--- src/rmsc_pkg.sv ---
`timescale 1ns / 1ps
// ---------------------------------------------------------------------------
// rmsc_pkg
// Shared types and constants of the RSA modular exponentiation symbol cipher.
// ---------------------------------------------------------------------------
package rmsc_pkg;

	// configuration register index
	localparam int REG_IDX_W = 2;
	typedef logic [REG_IDX_W-1:0] reg_idx_t;

	localparam reg_idx_t REG_MODULUS      = 2'd0;
	localparam reg_idx_t REG_ENCRYPT_EXP  = 2'd1;
	localparam reg_idx_t REG_DECRYPT_EXP  = 2'd2;
	localparam reg_idx_t REG_SYMBOL_OFS   = 2'd3;

	// reset values of the registers
	localparam logic [31:0] RST_MODULUS     = 32'd3233;
	localparam logic [31:0] RST_ENCRYPT_EXP = 32'd17;
	localparam logic [31:0] RST_DECRYPT_EXP = 32'd2753;
	localparam logic [7:0]  RST_SYMBOL_OFS  = 8'd96;

	// symbol offset width
	localparam int OFS_W = 8;

	// item modes
	localparam logic MODE_ENCRYPT = 1'b0;
	localparam logic MODE_DECRYPT = 1'b1;

	// multiply operand select
	localparam logic MUL_SQUARE = 1'b0;
	localparam logic MUL_BASE   = 1'b1;

	// controller to datapath commands
	typedef struct packed {
		logic load;
		logic div_step;
		logic fix;
		logic mul_load;
		logic mul_sel;
		logic mul_step;
		logic mul_wb;
		logic exp_shift;
		logic store;
	} rmsc_cmd_t;

	// datapath to controller status
	typedef struct packed {
		logic mod_zero;
		logic exp_msb;
	} rmsc_stat_t;

endpackage

--- src/rmsc_if.sv ---
`timescale 1ns / 1ps
// ---------------------------------------------------------------------------
// rmsc_if
// Valid/ready channels of the cipher: input items, results, register writes.
// ---------------------------------------------------------------------------
interface rmsc_in_if #(parameter int DATA_WIDTH = 32);
	logic                  valid;
	logic                  ready;
	logic                  mode;
	logic [DATA_WIDTH-1:0] value;

	modport source (output valid, mode, value, input ready);
	modport sink   (input valid, mode, value, output ready);
endinterface

interface rmsc_out_if #(parameter int DATA_WIDTH = 32);
	logic                  valid;
	logic                  ready;
	logic [DATA_WIDTH-1:0] residue;
	logic [DATA_WIDTH:0]   symbol_code;

	modport source (output valid, residue, symbol_code, input ready);
	modport sink   (input valid, residue, symbol_code, output ready);
endinterface

interface rmsc_cfg_if #(parameter int DATA_WIDTH = 32);
	logic                          valid;
	logic                          ready;
	logic [rmsc_pkg::REG_IDX_W-1:0] index;
	logic [DATA_WIDTH-1:0]         data;

	modport source (output valid, index, data, input ready);
	modport sink   (input valid, index, data, output ready);
endinterface

--- src/rmsc_datapath.sv ---
`timescale 1ns / 1ps
// ---------------------------------------------------------------------------
// rmsc_datapath
// Serial remainder unit, shift-and-add modular multiplier and exponent
// register, stepped by the controller one bit per cycle.
// ---------------------------------------------------------------------------
module rmsc_datapath #(
	parameter int DATA_WIDTH = 32
) (
	input  logic                          clk,
	input  rmsc_pkg::rmsc_cmd_t           cmd,
	output rmsc_pkg::rmsc_stat_t          stat,
	input  logic                          in_mode,
	input  logic [DATA_WIDTH-1:0]         in_value,
	input  logic [DATA_WIDTH-1:0]         modulus,
	input  logic [DATA_WIDTH-1:0]         encrypt_exponent,
	input  logic [DATA_WIDTH-1:0]         decrypt_exponent,
	input  logic [rmsc_pkg::OFS_W-1:0]    symbol_offset,
	output logic [DATA_WIDTH-1:0]         result
);
	import rmsc_pkg::*;

	localparam int W = DATA_WIDTH;

	logic         neg_q;
	logic [W-1:0] x_q;
	logic [W-1:0] rem_q;
	logic [W-1:0] exp_q;
	logic [W-1:0] base_q;
	logic [W-1:0] r_q;
	logic [W-1:0] acc_q;
	logic [W-1:0] ma_q;
	logic [W-1:0] mb_q;

	logic [W-1:0] ofs_ext;
	logic         below;
	logic [W:0]   div_s;
	logic [W-1:0] div_r;
	logic [W:0]   dbl_s;
	logic [W-1:0] dbl_r;
	logic [W:0]   add_s;
	logic [W-1:0] add_r;

	assign ofs_ext = W'(symbol_offset);
	assign below   = (in_mode == MODE_ENCRYPT) && (in_value < ofs_ext);

	// one restoring remainder step
	always_comb begin
		div_s = {rem_q, x_q[W-1]};
		div_r = (div_s >= {1'b0, modulus}) ? W'(div_s - {1'b0, modulus}) : div_s[W-1:0];
	end

	// doubling then optional add, both reduced by the modulus
	always_comb begin
		dbl_s = {acc_q, 1'b0};
		dbl_r = (dbl_s >= {1'b0, modulus}) ? W'(dbl_s - {1'b0, modulus}) : dbl_s[W-1:0];
		add_s = {1'b0, dbl_r} + {1'b0, ma_q};
		add_r = (add_s >= {1'b0, modulus}) ? W'(add_s - {1'b0, modulus}) : add_s[W-1:0];
	end

	// operand and working registers
	always_ff @(posedge clk) begin
		if (cmd.load) begin
			neg_q <= below;
			rem_q <= '0;
			r_q   <= '0;
			if (in_mode == MODE_DECRYPT) begin
				x_q   <= in_value;
				exp_q <= decrypt_exponent;
			end else begin
				x_q   <= below ? (ofs_ext - in_value) : (in_value - ofs_ext);
				exp_q <= encrypt_exponent;
			end
		end
		if (cmd.div_step) begin
			rem_q <= div_r;
			x_q   <= {x_q[W-2:0], 1'b0};
		end
		if (cmd.fix) begin
			base_q <= (neg_q && (rem_q != '0)) ? (modulus - rem_q) : rem_q;
			r_q    <= (modulus == W'(1)) ? '0 : W'(1);
		end
		if (cmd.mul_load) begin
			ma_q  <= r_q;
			mb_q  <= (cmd.mul_sel == MUL_BASE) ? base_q : r_q;
			acc_q <= '0;
		end
		if (cmd.mul_step) begin
			acc_q <= mb_q[W-1] ? add_r : dbl_r;
			mb_q  <= {mb_q[W-2:0], 1'b0};
		end
		if (cmd.mul_wb) begin
			r_q <= acc_q;
		end
		if (cmd.exp_shift) begin
			exp_q <= {exp_q[W-2:0], 1'b0};
		end
	end

	assign stat.mod_zero = (modulus == '0);
	assign stat.exp_msb  = exp_q[W-1];
	assign result        = r_q;

endmodule

--- src/rmsc_ctrl.sv ---
`timescale 1ns / 1ps
// ---------------------------------------------------------------------------
// rmsc_ctrl
// Sequencer: base reduction, then square-and-multiply over the exponent bits.
// ---------------------------------------------------------------------------
module rmsc_ctrl #(
	parameter int DATA_WIDTH = 32
) (
	input  logic                 clk,
	input  logic                 arst_n,
	input  logic                 in_valid,
	output logic                 in_ready,
	input  logic                 out_free,
	input  rmsc_pkg::rmsc_stat_t stat,
	output rmsc_pkg::rmsc_cmd_t  cmd
);
	import rmsc_pkg::*;

	localparam int CW = $clog2(DATA_WIDTH);
	localparam logic [CW-1:0] LAST = CW'(DATA_WIDTH - 1);

	localparam logic [2:0] S_IDLE  = 3'd0;
	localparam logic [2:0] S_DIV   = 3'd1;
	localparam logic [2:0] S_FIX   = 3'd2;
	localparam logic [2:0] S_MLD   = 3'd3;
	localparam logic [2:0] S_MSTEP = 3'd4;
	localparam logic [2:0] S_MWB   = 3'd5;
	localparam logic [2:0] S_STORE = 3'd6;

	logic [2:0]    state_q, state_d;
	logic [CW-1:0] cnt_q, cnt_d;
	logic [CW-1:0] ecnt_q, ecnt_d;
	logic          phase_q, phase_d;

	// next state and commands
	always_comb begin
		state_d  = state_q;
		cnt_d    = cnt_q;
		ecnt_d   = ecnt_q;
		phase_d  = phase_q;
		cmd      = '0;
		in_ready = 1'b0;
		cmd.mul_sel = phase_q;
		unique case (state_q)
			S_IDLE: begin
				in_ready = 1'b1;
				if (in_valid) begin
					cmd.load = 1'b1;
					cnt_d    = '0;
					state_d  = stat.mod_zero ? S_STORE : S_DIV;
				end
			end
			S_DIV: begin
				cmd.div_step = 1'b1;
				cnt_d        = cnt_q + CW'(1);
				if (cnt_q == LAST) state_d = S_FIX;
			end
			S_FIX: begin
				cmd.fix = 1'b1;
				ecnt_d  = '0;
				phase_d = MUL_SQUARE;
				state_d = S_MLD;
			end
			S_MLD: begin
				cmd.mul_load = 1'b1;
				cnt_d        = '0;
				state_d      = S_MSTEP;
			end
			S_MSTEP: begin
				cmd.mul_step = 1'b1;
				cnt_d        = cnt_q + CW'(1);
				if (cnt_q == LAST) state_d = S_MWB;
			end
			S_MWB: begin
				cmd.mul_wb = 1'b1;
				if ((phase_q == MUL_SQUARE) && stat.exp_msb) begin
					phase_d = MUL_BASE;
					state_d = S_MLD;
				end else begin
					phase_d       = MUL_SQUARE;
					cmd.exp_shift = 1'b1;
					ecnt_d        = ecnt_q + CW'(1);
					state_d       = (ecnt_q == LAST) ? S_STORE : S_MLD;
				end
			end
			S_STORE: begin
				if (out_free) begin
					cmd.store = 1'b1;
					state_d   = S_IDLE;
				end
			end
			default: state_d = S_IDLE;
		endcase
	end

	// state registers
	always_ff @(posedge clk or negedge arst_n) begin
		if (!arst_n) begin
			state_q <= S_IDLE;
			cnt_q   <= '0;
			ecnt_q  <= '0;
			phase_q <= MUL_SQUARE;
		end else begin
			state_q <= state_d;
			cnt_q   <= cnt_d;
			ecnt_q  <= ecnt_d;
			phase_q <= phase_d;
		end
	end

endmodule

--- src/rsa_modexp_symbol_cipher.sv ---
`timescale 1ns / 1ps
// ---------------------------------------------------------------------------
// rsa_modexp_symbol_cipher
// Textbook RSA modular exponentiation on one symbol per item.
// ---------------------------------------------------------------------------
// Usage:
//   cfg  : register writes (modulus, encrypt/decrypt exponent, symbol offset),
//          always ready; write only while no item is in flight.
//   din  : one transfer per item (mode, value); ready only while idle.
//   dout : one transfer per item (residue, symbol_code = residue + offset).
// Sequence (W = DATA_WIDTH):
//   a load step, W remainder steps, a fix step, then for every exponent bit
//   one modular square plus one modular multiply when the bit is set, each
//   a load step, one step per multiplier bit and a write-back, then a store
//   step; the shift-and-add multiplier handles one multiplier bit per cycle.
//   A zero modulus skips the arithmetic and goes straight to the store step.
// Reset loads the register defaults (3233, 17, 2753, 96) and empties the
// result register. When the receiver stalls, a finished result waits in the
// output register and the next item is still taken; its result waits for
// the slot to free.
// ---------------------------------------------------------------------------
module rsa_modexp_symbol_cipher #(
	parameter int DATA_WIDTH = 32
) (
	input  logic       clk,
	input  logic       arst_n,
	rmsc_cfg_if.sink   cfg,
	rmsc_in_if.sink    din,
	rmsc_out_if.source dout
);
	import rmsc_pkg::*;

	localparam int W = DATA_WIDTH;

	logic [W-1:0]     modulus_q;
	logic [W-1:0]     enc_exp_q;
	logic [W-1:0]     dec_exp_q;
	logic [OFS_W-1:0] ofs_q;

	logic             out_valid_q;
	logic [W-1:0]     residue_q;
	logic [W:0]       code_q;

	rmsc_cmd_t        cmd;
	rmsc_stat_t       stat;
	logic [W-1:0]     result;
	logic             out_free;

	// configuration registers
	assign cfg.ready = 1'b1;

	always_ff @(posedge clk or negedge arst_n) begin
		if (!arst_n) begin
			modulus_q <= W'(RST_MODULUS);
			enc_exp_q <= W'(RST_ENCRYPT_EXP);
			dec_exp_q <= W'(RST_DECRYPT_EXP);
			ofs_q     <= RST_SYMBOL_OFS;
		end else if (cfg.valid) begin
			unique case (cfg.index)
				REG_MODULUS:     modulus_q <= cfg.data;
				REG_ENCRYPT_EXP: enc_exp_q <= cfg.data;
				REG_DECRYPT_EXP: dec_exp_q <= cfg.data;
				REG_SYMBOL_OFS:  ofs_q     <= cfg.data[OFS_W-1:0];
				default: ;
			endcase
		end
	end

	assign out_free = !out_valid_q || dout.ready;

	rmsc_ctrl #(.DATA_WIDTH(W)) u_ctrl (
		.clk      (clk),
		.arst_n   (arst_n),
		.in_valid (din.valid),
		.in_ready (din.ready),
		.out_free (out_free),
		.stat     (stat),
		.cmd      (cmd)
	);

	rmsc_datapath #(.DATA_WIDTH(W)) u_datapath (
		.clk              (clk),
		.cmd              (cmd),
		.stat             (stat),
		.in_mode          (din.mode),
		.in_value         (din.value),
		.modulus          (modulus_q),
		.encrypt_exponent (enc_exp_q),
		.decrypt_exponent (dec_exp_q),
		.symbol_offset    (ofs_q),
		.result           (result)
	);

	// result register valid
	always_ff @(posedge clk or negedge arst_n) begin
		if (!arst_n) begin
			out_valid_q <= 1'b0;
		end else if (cmd.store) begin
			out_valid_q <= 1'b1;
		end else if (dout.ready) begin
			out_valid_q <= 1'b0;
		end
	end

	// result payload
	always_ff @(posedge clk) begin
		if (cmd.store) begin
			residue_q <= result;
			code_q    <= {1'b0, result} + (W + 1)'(ofs_q);
		end
	end

	assign dout.valid       = out_valid_q;
	assign dout.residue     = residue_q;
	assign dout.symbol_code = code_q;

endmodule

--- src/flat_wrapper.sv ---
// flat-port wrapper written by rule: the top's interface ports become plain ports
module rsa_modexp_symbol_cipher_flat import rmsc_pkg::*;
#(
	parameter int DATA_WIDTH = 32
)
  (clk, arst_n, cfg_valid, cfg_index, cfg_data, cfg_ready, din_valid, din_mode, din_value, din_ready, dout_valid, dout_residue, dout_symbol_code, dout_ready);
  rmsc_cfg_if #(.DATA_WIDTH(DATA_WIDTH)) cfg_i ();
  rmsc_in_if #(.DATA_WIDTH(DATA_WIDTH)) din_i ();
  rmsc_out_if #(.DATA_WIDTH(DATA_WIDTH)) dout_i ();
  input  logic clk;
  input  logic arst_n;
  input wire logic [$bits(cfg_i.valid)-1:0] cfg_valid;
  input wire logic [$bits(cfg_i.index)-1:0] cfg_index;
  input wire logic [$bits(cfg_i.data)-1:0] cfg_data;
  output wire logic [$bits(cfg_i.ready)-1:0] cfg_ready;
  input wire logic [$bits(din_i.valid)-1:0] din_valid;
  input wire logic [$bits(din_i.mode)-1:0] din_mode;
  input wire logic [$bits(din_i.value)-1:0] din_value;
  output wire logic [$bits(din_i.ready)-1:0] din_ready;
  output wire logic [$bits(dout_i.valid)-1:0] dout_valid;
  output wire logic [$bits(dout_i.residue)-1:0] dout_residue;
  output wire logic [$bits(dout_i.symbol_code)-1:0] dout_symbol_code;
  input wire logic [$bits(dout_i.ready)-1:0] dout_ready;
  assign cfg_i.valid = cfg_valid;
  assign cfg_i.index = cfg_index;
  assign cfg_i.data = cfg_data;
  assign cfg_ready = cfg_i.ready;
  assign din_i.valid = din_valid;
  assign din_i.mode = din_mode;
  assign din_i.value = din_value;
  assign din_ready = din_i.ready;
  assign dout_valid = dout_i.valid;
  assign dout_residue = dout_i.residue;
  assign dout_symbol_code = dout_i.symbol_code;
  assign dout_i.ready = dout_ready;
  rsa_modexp_symbol_cipher #(.DATA_WIDTH(DATA_WIDTH)) u_core (.clk(clk), .arst_n(arst_n), .cfg(cfg_i), .din(din_i), .dout(dout_i));
endmodule
--- config.mk ---
export PLATFORM = sky130hd
export DESIGN_NAME = rsa_modexp_symbol_cipher_flat
export DESIGN_NICKNAME = d
export VERILOG_FILES = /design/src/rmsc_pkg.sv /design/src/rmsc_if.sv /design/src/rmsc_datapath.sv /design/src/rmsc_ctrl.sv /design/src/rsa_modexp_symbol_cipher.sv /design/src/flat_wrapper.sv
export SDC_FILE = /design/constraint.sdc
export NUM_CORES = 1
export LEC_CHECK = 0
export BUFFER_PORTS_ARGS = -buffer_cell sky130_fd_sc_hd__buf_2
export CORE_ASPECT_RATIO = 1.75
export CORE_MARGIN = 5
export CORE_UTILIZATION = 45
export DETAILED_ROUTE_END_ITERATION = 6
export GPL_TIMING_DRIVEN = 0
export MAX_ROUTING_LAYER = met4
export SETUP_SLACK_MARGIN = 0.1
export SYNTH_ARGS = -nofsm -noshare
export SYNTH_HDL_FRONTEND = slang
export SYNTH_HIERARCHICAL = 1
export SYNTH_SLANG_ARGS = --single-unit
export TNS_END_PERCENT = 1
--- constraint.sdc ---
create_clock -name clk -period 9.1 [get_ports clk]
set_input_delay 0.455 -clock clk [delete_from_list [all_inputs] [get_ports clk]]
set_output_delay 0.455 -clock clk [all_outputs]
set_load 0.05 [all_outputs]
==> run_results.csv, run 1 <==
group,metric,value,unit
outcome,status,"finished clean",
clocking,path_clk_slew,0.07,ns
worst_setup_path,cp_num_buf_inv,4,
clocking,numCtsBuffers,45,
sta,tightest_slew,1.20,ns
sta,setup_viol,0,
routing,via_per_inst,5.97,
clocking,cts_root_buffer,"clkbuf_16",
synthesis,ys_seq_area_share,44.1,%
worst_setup_path,crit_required,9.47,ns
synthesis,synth_top_area_share,33.4,%
min_path,min_from,"cfg_data[27]",
routing,wl_met3,3.93,mm
final_layout,nets,3254,
routing,drt-met1-wl,33.5,mm
worst_setup_path,crit_fanout,10,
synthesis,syn_inst,2796,
min_path,hold_path.class,"primary input to flop",
final_layout,stdcell_count,3835,
sta,finalHoldViolCount,0,
global_route,grt_max_degree,101,
sta,slew_viol_final,0,
routing,wl_met2,50.0,mm
flow_run,drv_cap,0,
synthesis,async_flop_share,27.0,%
sta,max_freq,115,MHz
synthesis,synth_top_area_cell,"edfxtp_1",
floorplan,dieHeight,344,µm
sta,clock_skew,0.0282,ns
clocking,clock-sinks,441,
worst_setup_path,start_kind,"flop",
routing,top_layer,"met4",
final_layout,design_area,32200,µm²
floorplan,coreArea,63200,µm²
sta,setup_slack,0.373,ns
final_layout,fillers,5942,
clocking,htree_levels,2,
synthesis,synth.cell_area,28600,µm²
clocking,cts_tree,"yes",
routing,drtIter0Drc,1407,
sta,min_period_over_period,95.9,%
synthesis,yosysMostFrequentCell,"edfxtp_1",
worst_setup_path,reg2reg_from,"u_core/modulus_q[7]",
placement,place_inst,3743,
worst_setup_path,criticalPathCategory,"flop to flop",
final_layout,syn2layout_area_growth,12.4,%
worst_setup_path,cp-startpoint,"u_core/modulus_q[7]",
routing,drtPass1Iterations,5,
synthesis,ys_ff_latch,441,
worst_setup_path,crit_arrival,9.10,ns
synthesis,synth_commonest_cells,"edfxtp_1 (319), nand2_1 (272), o21ai_0 (223), ha_1 (187), a21oi_1 (173)",
placement,post-place-ws,-2.07,ns
routing,ant_nets,0,
global_route,grt_pass1_vias,23700,
sta,slew_headroom,20.2,%
global_route,grt_overflow_total,0,
worst_setup_path,end_kind,"flop",
placement,gp_congestion,0.953,
synthesis,synth.avg_cell_area,10.2,µm²
synthesis,ys.flop_type,"edfxtp_1",
global_route,antenna_found_initial,4,
synthesis,synth-edff-count,319,
floorplan,initial_core_util,45.3,%
routing,vias,22900,
synthesis,synth.top_cells.by_area,"edfxtp_1 (33%), dfrtp_1 (9.2%), ha_1 (8.2%)",
global_route,grt_pass1_wl,144,mm
worst_setup_path,slowest_stage,"dfstp_2",
synthesis,ys_types,101,
sta,rsz0062_at_grt,"false",
floorplan,die-area,69000,µm²
clocking,clock_latency,0.62,ns
worst_setup_path,cp_top_family,"compound AO/OA/AOI/OAI gates",
clocking,cts_buffer_depth,3,
floorplan,die_x,201,µm
global_route,track_usage,28.2,%
sta,fin_crit,8.73,ns
placement,dp_hpwl,77.9,mm
routing,wl,97.0,mm
final_layout,layout-drive-gt1-share,14.9,%
routing,drc,0,
routing,wl_per_cell,25.3,µm
floorplan,std_cell_rows,122,
placement,dpl_cell_area,30500,µm²
placement,portBuffers,136,
synthesis,syn_nets,3063,
worst_setup_path,critPathMaxStageDelay,0.63,ns
floorplan,io_pins,140,
synthesis,yosysWarnings,6,
-- cell usage in the layout, fill, tap and decap left out, types with 104 or more instances in the layout --
cell type	n
a21oi_1	172
buf_2	143
dfrtp_1	104
edfxtp_1	319
ha_1	186
inv_1	138
mux2_2	117
nand2_1	271
nor2_1	134
o21ai_0	216
xnor2_1	113
-- routing by layer --
layer	up-vias	track usage, %
met5	-	-
met4	0	21.5
met3	319	3.64
met2	734	50.9
met1	11100	27.5
li1	10800	-
-- layout make-up --
| cell class | count | area, µm² | area share (%) |
|---|---|---|---|
| Multi-Input combinational cell | 2104 | 15200 | 47.1 |
| Antenna cell | 5 | 12.5 | 0.0388 |
| Clock buffer | 60 | 1260 | 3.92 |
| Inverter | 143 | 539 | 1.67 |
| Sequential cell | 441 | 12600 | 39.2 |
| Clock inverter | 24 | 255 | 0.793 |
| Buffer | 106 | 465 | 1.45 |
| Tap cell | 806 | 1010 | 3.13 |
| Timing Repair Buffer | 146 | 842 | 2.61 |
-- through the flow --
| stage | hold slack [ns] | TNS, ns | util (%) |
|---|---|---|---|
| 2_1_floorplan | 0.159 | 0 | - |
| 3_3_place_gp | 0.477 | -61.49 | 48.0 |
| 3_5_place_dp | 0.325 | -59.94 | 48.2 |
| 4_1_cts | 0.0721 | 0 | 50.8 |
| 5_1_grt | 0.0934 | 0 | 51.0 |
| 6_report | 0.105 | 0 | 51.0 |
-- repair_timing --
item                                    in CTS  in global routing
hold endpoints to repair                    19                  0
buffers inserted                             2                  2
pin swaps                                    2                  3
gates resized for setup                     30                 19
endpoints found under the setup margin      32                 32
hold buffers                                 1                  0
-- registers in the layout, summed over array words and instances (netlist names) --
| signal | flops |
|---|---|
| u_core/dec_exp_q | 32 |
| u_core/dout.residue | 32 |
| u_core/dout.symbol_code | 33 |
| u_core/dout.valid | 1 |
| u_core/enc_exp_q | 32 |
| u_core/modulus_q | 32 |
| u_core/ofs_q | 8 |
| u_core/u_ctrl/cnt_q | 5 |
| u_core/u_ctrl/ecnt_q | 5 |
| u_core/u_ctrl/phase_q | 1 |
| u_core/u_ctrl/state_q | 3 |
| u_core/u_datapath/acc_q | 32 |
| u_core/u_datapath/base_q | 32 |
| u_core/u_datapath/exp_q | 32 |
| u_core/u_datapath/ma_q | 32 |
| u_core/u_datapath/mb_q | 32 |
| u_core/u_datapath/neg_q | 1 |
| u_core/u_datapath/rem_q | 32 |
| u_core/u_datapath/result | 32 |
| u_core/u_datapath/x_q | 32 |
-- final timing paths --
| path | depth (start not counted) | end | slack, ns |
|---|---|---|---|
| worst max-delay path | 34 | u_core/u_datapath/acc_q[3] | 0.37 |
| worst min-delay path | 2 | u_core/dec_exp_q[27] | 0.10 |
| worst max register to register | 34 | u_core/u_datapath/acc_q[3] | 0.37 |
| worst min register to register | 1 | u_core/enc_exp_q[26] | 0.50 |
| max in group asynchronous | 3 | u_core/modulus_q[15] | 8.07 |
| min in group asynchronous | 2 | u_core/u_ctrl/cnt_q[0] | 0.26 |
-- logic make-up after synthesis --
group / after synthesis / synth area share [%]
DFF: 441 / 44.1
AOI/OAI and AO/OA: 779 / 17.5
xor gates and xnor gates: 191 / 5.84
other: 1 / 0.0131
buffers and inverters: 251 / 3.46
and+or+nand+nor: 735 / 12.7
muxes: 203 / 7.65
adders and majority gates: 195 / 8.73
-- worst reg2reg max path: cells and delay by family, from the launching register on --
kind            cells  cell delay, ns
xor+xnor            1            0.37
simple gates        9            1.84
fa+ha+maj           4            1.52
flops               1            0.63
buf+inv             4            0.81
mux                 1            0.21
compound gates     15            3.13
Power of run 1 is not shown: default switching activity piles up to over one toggle a cycle in this logic, so the estimate is an artifact.
==> inputs of run 2 (changes only) <==
--- a/config.mk
+++ b/config.mk
@@ -12,7 +12,9 @@
 export DETAILED_ROUTE_END_ITERATION = 6
 export GPL_TIMING_DRIVEN = 0
 export MAX_ROUTING_LAYER = met4
+export REMOVE_ABC_BUFFERS = 1
 export SETUP_SLACK_MARGIN = 0.1
+export SKIP_LAST_GASP = 1
 export SYNTH_ARGS = -nofsm -noshare
 export SYNTH_HDL_FRONTEND = slang
 export SYNTH_HIERARCHICAL = 1
==> run_results.csv, run 2 (synthesis results as in run 1) <==
group,metric,value,unit
floorplan,initial_core_util,45.3,%
routing,drc,0,
placement,gp_congestion,0.953,
placement,dp_hpwl,67.6,mm
floorplan,die_x,201,µm
final_layout,multiInputGateArea,15200,µm²
clocking,numCtsBuffers,43,
clocking,path_clk_slew,0.07,ns
global_route,track_usage,25.2,%
sta,finalHoldViolCount,0,
final_layout,fillers,5833,
sta,tightest_slew,1.24,ns
sta,rsz0062_at_grt,"false",
routing,wl,86.9,mm
global_route,grt_pass1_wl,132,mm
floorplan,die-area,69000,µm²
worst_setup_path,critPathMaxStageDelay,0.57,ns
final_layout,final_cell_mix,"edfxtp_1 (319), nand2_1 (271), o21ai_0 (217), ha_1 (187), a21oi_1 (173)",
min_path,whs_path_depth,2,
sta,slew_viol_final,0,
worst_setup_path,slowest_stage,"dfstp_2",
clocking,cts_buffer_depth,3,
worst_setup_path,crit_fanout,32,
clocking,cts_root_buffer,"clkbuf_16",
floorplan,coreArea,63200,µm²
routing,drtPass1Iterations,5,
final_layout,syn2layout_area_growth,11.8,%
final_layout,final_common_cell,"edfxtp_1",
routing,wl_per_cell,23.2,µm
sta,max_freq,116,MHz
routing,drtIter0Drc,1034,
worst_setup_path,start_kind,"flop",
sta,clock_skew,0.0363,ns
global_route,grt_pass1_vias,22900,
min_path,hold_path.class,"primary input to flop",
worst_setup_path,end_kind,"flop",
routing,ant_nets,0,
final_layout,largest_reg_flops,33,
final_layout,nets,3174,
sta,hold-worst-slack,0.135,ns
sta,min_period_over_period,94.7,%
global_route,antenna_found_initial,2,
final_layout,seqCellArea,12600,µm²
flow_run,drv_cap,0,
worst_setup_path,crit_required,9.42,ns
clocking,htree_levels,2,
worst_setup_path,reg2reg_from,"u_core/modulus_q[10]",
global_route,grt_max_degree,98,
sta,fin_crit,8.62,ns
min_path,whs_endpoint,"u_core/modulus_q[11]",
min_path,min_from,"cfg_data[11]",
placement,portBuffers,138,
routing,via_per_inst,5.92,
floorplan,dieHeight,344,µm
worst_setup_path,ff2ff_setup_slack,0.48,ns
floorplan,io_pins,140,
worst_setup_path,crit_arrival,8.94,ns
routing,vias,22200,
floorplan,std_cell_rows,122,
outcome,status,"finished clean",
worst_setup_path,r2r_end,"u_core/u_datapath/acc_q[4]",
clocking,clock_latency,0.59,ns
clocking,cts_tree,"yes",
clocking,clock-sinks,441,
worst_setup_path,criticalPathCategory,"flop to flop",
final_layout,layout-drive-gt1-share,15.3,%
global_route,grt_overflow_total,0,
sta,setup_viol,0,
sta,slew_headroom,17.6,%
worst_setup_path,timing.reg2reg.worst_path_depth,33,
run 2: cell types whose count changed in the layout (fill, tap and decap cells not counted), sizes merged:
cell	previous run	this run
clkinvlp	4	6
diode	5	2
clkinv	15	13
clkbuf	143	56
a31oi	22	23
buf	168	172
inv	146	145
run 2: area by class of cell:
cell class	instances	share of cell area, %
multi-input cells	2105	47.5
inverters	143	1.70
clock inverters	23	0.621
clock buffers	56	3.77
diodes	2	0.0156
repair buffers	173	3.81
well taps	806	3.15
flip-flops and latches	441	39.5
run 2: layer usage:
layer / vias up / global-route usage (%) / routed length (µm)
met5: - / - / 0
met1: 10900 / 26.1 / 32200
met2: 555 / 46.8 / 46000
met4: 0 / 14.0 / 5650
met3: 229 / 2.47 / 3040
li1: 10600 / - / -
run 2: worst max path at each step:
stage | startpoint | endpoint | slack [ns] | depth (start not counted)
detailed placement | u_core/modulus_q[15] | u_core/u_datapath/acc_q[29] | -1.03 | 31
CTS | u_core/modulus_q[15] | u_core/u_datapath/acc_q[4] | 0.13 | 33
global placement | u_core/modulus_q[15] | u_core/u_datapath/acc_q[9] | -6.73 | 29
finish | u_core/modulus_q[10] | u_core/u_datapath/acc_q[4] | 0.48 | 33
global route | u_core/modulus_q[15] | u_core/u_datapath/acc_q[29] | 0.10 | 32
floorplan | u_core/modulus_q[10] | u_core/u_datapath/acc_q[12] | -1.38 | 30
run 2: metrics by stage:
step	setup WS, ns	util (%)	std cells	area, µm²	TNS [ns]
after floorplan	-1.38	-	2688	28200	-38.11
after global placement	-6.73	47.3	3632	29900	-574.44
after detailed placement	-1.03	48.2	3660	30500	-22.78
after CTS	0.128	50.5	3744	31900	0
after global routing	0.101	50.7	3749	32000	0
final	0.480	50.7	3749	32000	0
run 2: worst max-delay path, delay by kind of cell, from the launching register on:
kind,cells,cell delay [ns]
compound gates,14,3.45
xor+xnor,1,0.16
fa+ha+maj,3,0.94
buf+inv,5,0.81
flops,1,0.57
mux,1,0.38
simple gates,9,2.01
run 2: timing repair:
action | in CTS | in global routing
pin swaps | 2 | 1
buffers inserted | 3 | 3
endpoints found under the setup margin | 32 | 32
hold buffers | 1 | 0
resized for setup | 9 | 15
gates cloned | 1 | 0
endpoints found under the hold margin | 22 | 0
Power of run 2 is left out for the same reason.
==> inputs of run 3 (changes only) <==
==> constraint.sdc (replaced) <==
create_clock -name clk -period 8.6 [get_ports clk]
set_input_delay 0.43 -clock clk [delete_from_list [all_inputs] [get_ports clk]]
set_output_delay 0.43 -clock clk [all_outputs]
set_load 0.05 [all_outputs]
==> run_results.csv, run 3 (synthesis results as in run 1) <==
group,metric,value,unit
final_layout,fillers,5801,
floorplan,die_x,201,µm
final_layout,final_core_util,51.1,%
floorplan,die-area,69000,µm²
clocking,htree_levels,2,
worst_setup_path,slowest_stage,"dfstp_2",
sta,slew_headroom,15.8,%
min_path,whs_endpoint,"u_core/modulus_q[28]",
sta,min_period_over_period,96.4,%
placement,dpl_cell_area,30500,µm²
routing,wl,87.6,mm
floorplan,coreArea,63200,µm²
clocking,cts_root_buffer,"clkbuf_16",
clocking,cts_tree,"yes",
routing,vias,22300,
routing,wl_per_cell,23.3,µm
final_layout,layout-drive-gt1-share,16.3,%
sta,fin_crit,8.29,ns
worst_setup_path,ff2ff_setup_slack,0.31,ns
final_layout,design_area,32300,µm²
clocking,clock_latency,0.59,ns
sta,max_freq,121,MHz
worst_setup_path,start_kind,"flop",
floorplan,dieHeight,344,µm
final_layout,syn2layout_area_growth,12.7,%
sta,clock_skew,0.0364,ns
global_route,grt_max_degree,98,
final_layout,final_common_cell,"edfxtp_1",
sta,rsz0062_at_grt,"false",
sta,setup_slack,0.306,ns
routing,via_per_inst,5.94,
worst_setup_path,reg2reg_from,"u_core/modulus_q[10]",
routing,drtPass1Iterations,5,
sta,finalHoldViolCount,0,
worst_setup_path,critPathMaxStageDelay,0.59,ns
sta,slew_viol_final,0,
placement,gp_congestion,0.953,
outcome,status,"finished clean",
floorplan,io_pins,140,
worst_setup_path,timing.reg2reg.worst_path_depth,30,
floorplan,initial_core_util,45.3,%
min_path,hold_path.class,"primary input to flop",
worst_setup_path,crit_required,8.93,ns
final_layout,nets,3189,
clocking,clock-sinks,441,
min_path,min_from,"cfg_data[28]",
placement,portBuffers,138,
global_route,antenna_found_initial,2,
routing,drtIter0Drc,1035,
worst_setup_path,crit_arrival,8.63,ns
min_path,whs_path_depth,2,
flow_run,drv_cap,0,
clocking,numCtsBuffers,43,
routing,drc,0,
worst_setup_path,crit_fanout,17,
final_layout,final_cell_mix,"edfxtp_1 (319), nand2_1 (270), o21ai_0 (213), ha_1 (187), a21oi_1 (170)",
worst_setup_path,r2r_end,"u_core/u_datapath/acc_q[29]",
placement,dp_hpwl,67.6,mm
worst_setup_path,criticalPathCategory,"flop to flop",
routing,ant_nets,0,
final_layout,largest_reg_flops,33,
clocking,cts_buffer_depth,3,
global_route,grt_overflow_total,0,
global_route,grt_pass1_wl,132,mm
placement,post-place-ws,-1.53,ns
sta,tightest_slew,1.26,ns
floorplan,std_cell_rows,122,
global_route,track_usage,25.2,%
clocking,path_clk_slew,0.07,ns
sta,setup_viol,0,
global_route,grt_pass1_vias,22900,
worst_setup_path,end_kind,"flop",
-- run 3: worst max-delay path by stage --
stage / start / to / cells after the start
global route: u_core/modulus_q[10] / u_core/u_datapath/acc_q[29] / 30
detailed placement: u_core/modulus_q[15] / u_core/u_datapath/acc_q[29] / 31
CTS: u_core/modulus_q[7] / u_core/u_datapath/acc_q[29] / 33
finish: u_core/modulus_q[10] / u_core/u_datapath/acc_q[29] / 30
global placement: u_core/modulus_q[15] / u_core/u_datapath/acc_q[9] / 29
floorplan: u_core/modulus_q[10] / u_core/u_datapath/acc_q[12] / 30
-- run 3: layout make-up --
type                       count  area (µm²)  share of cell area [%]
clock inverter                23         199                   0.616
tap                          806        1010                    3.12
sequential                   441       12600                    39.2
timing repair buffer         188        1370                    4.24
clock buffer                  56        1210                    3.74
antenna                        2        5.00                  0.0155
inverter                     143         547                    1.69
multi-input combinational   2105       15300                    47.4
-- run 3: metrics by stage --
stage                     hold slack, ns  instances  setup TNS, ns
after global placement             0.482       3632        -665.71
after floorplan                    0.134       2688         -53.61
after global routing               0.107       3764              0
after CTS                         0.0796       3747              0
after detailed placement           0.306       3660         -38.78
final                              0.112       3764              0
-- run 3: critical path: cells and delay by family (launching register included) --
| kind | cells | cell delay, ns |
|---|---|---|
| AO/OA/AOI/OAI | 13 | 3.12 |
| AND/OR/NAND/NOR | 7 | 1.85 |
| adder cells (fa/ha/maj) | 3 | 0.89 |
| buffers and inverters | 4 | 0.63 |
| multiplexers | 2 | 0.60 |
| flip-flops | 1 | 0.59 |
| XOR/XNOR | 1 | 0.30 |
-- run 3: repair_timing --
item / CTS / global route
hold buffers: 1 / 0
setup endpoints to repair: 32 / 31
resized for setup: 23 / 30
hold endpoints to repair: 22 / 0
buffers inserted: 6 / 13
pin swaps: 4 / 12
gates cloned: 1 / 2
-- run 3: per-layer routing --
layer | vias to the layer above | wire length [µm] | global-route usage, %
met5 | - | 0 | -
met4 | 0 | 5880 | 14.0
met3 | 242 | 3180 | 2.64
met2 | 618 | 46200 | 46.8
met1 | 10900 | 32300 | 26.1
li1 | 10600 | - | -
Power of run 3 is left out for the same reason.
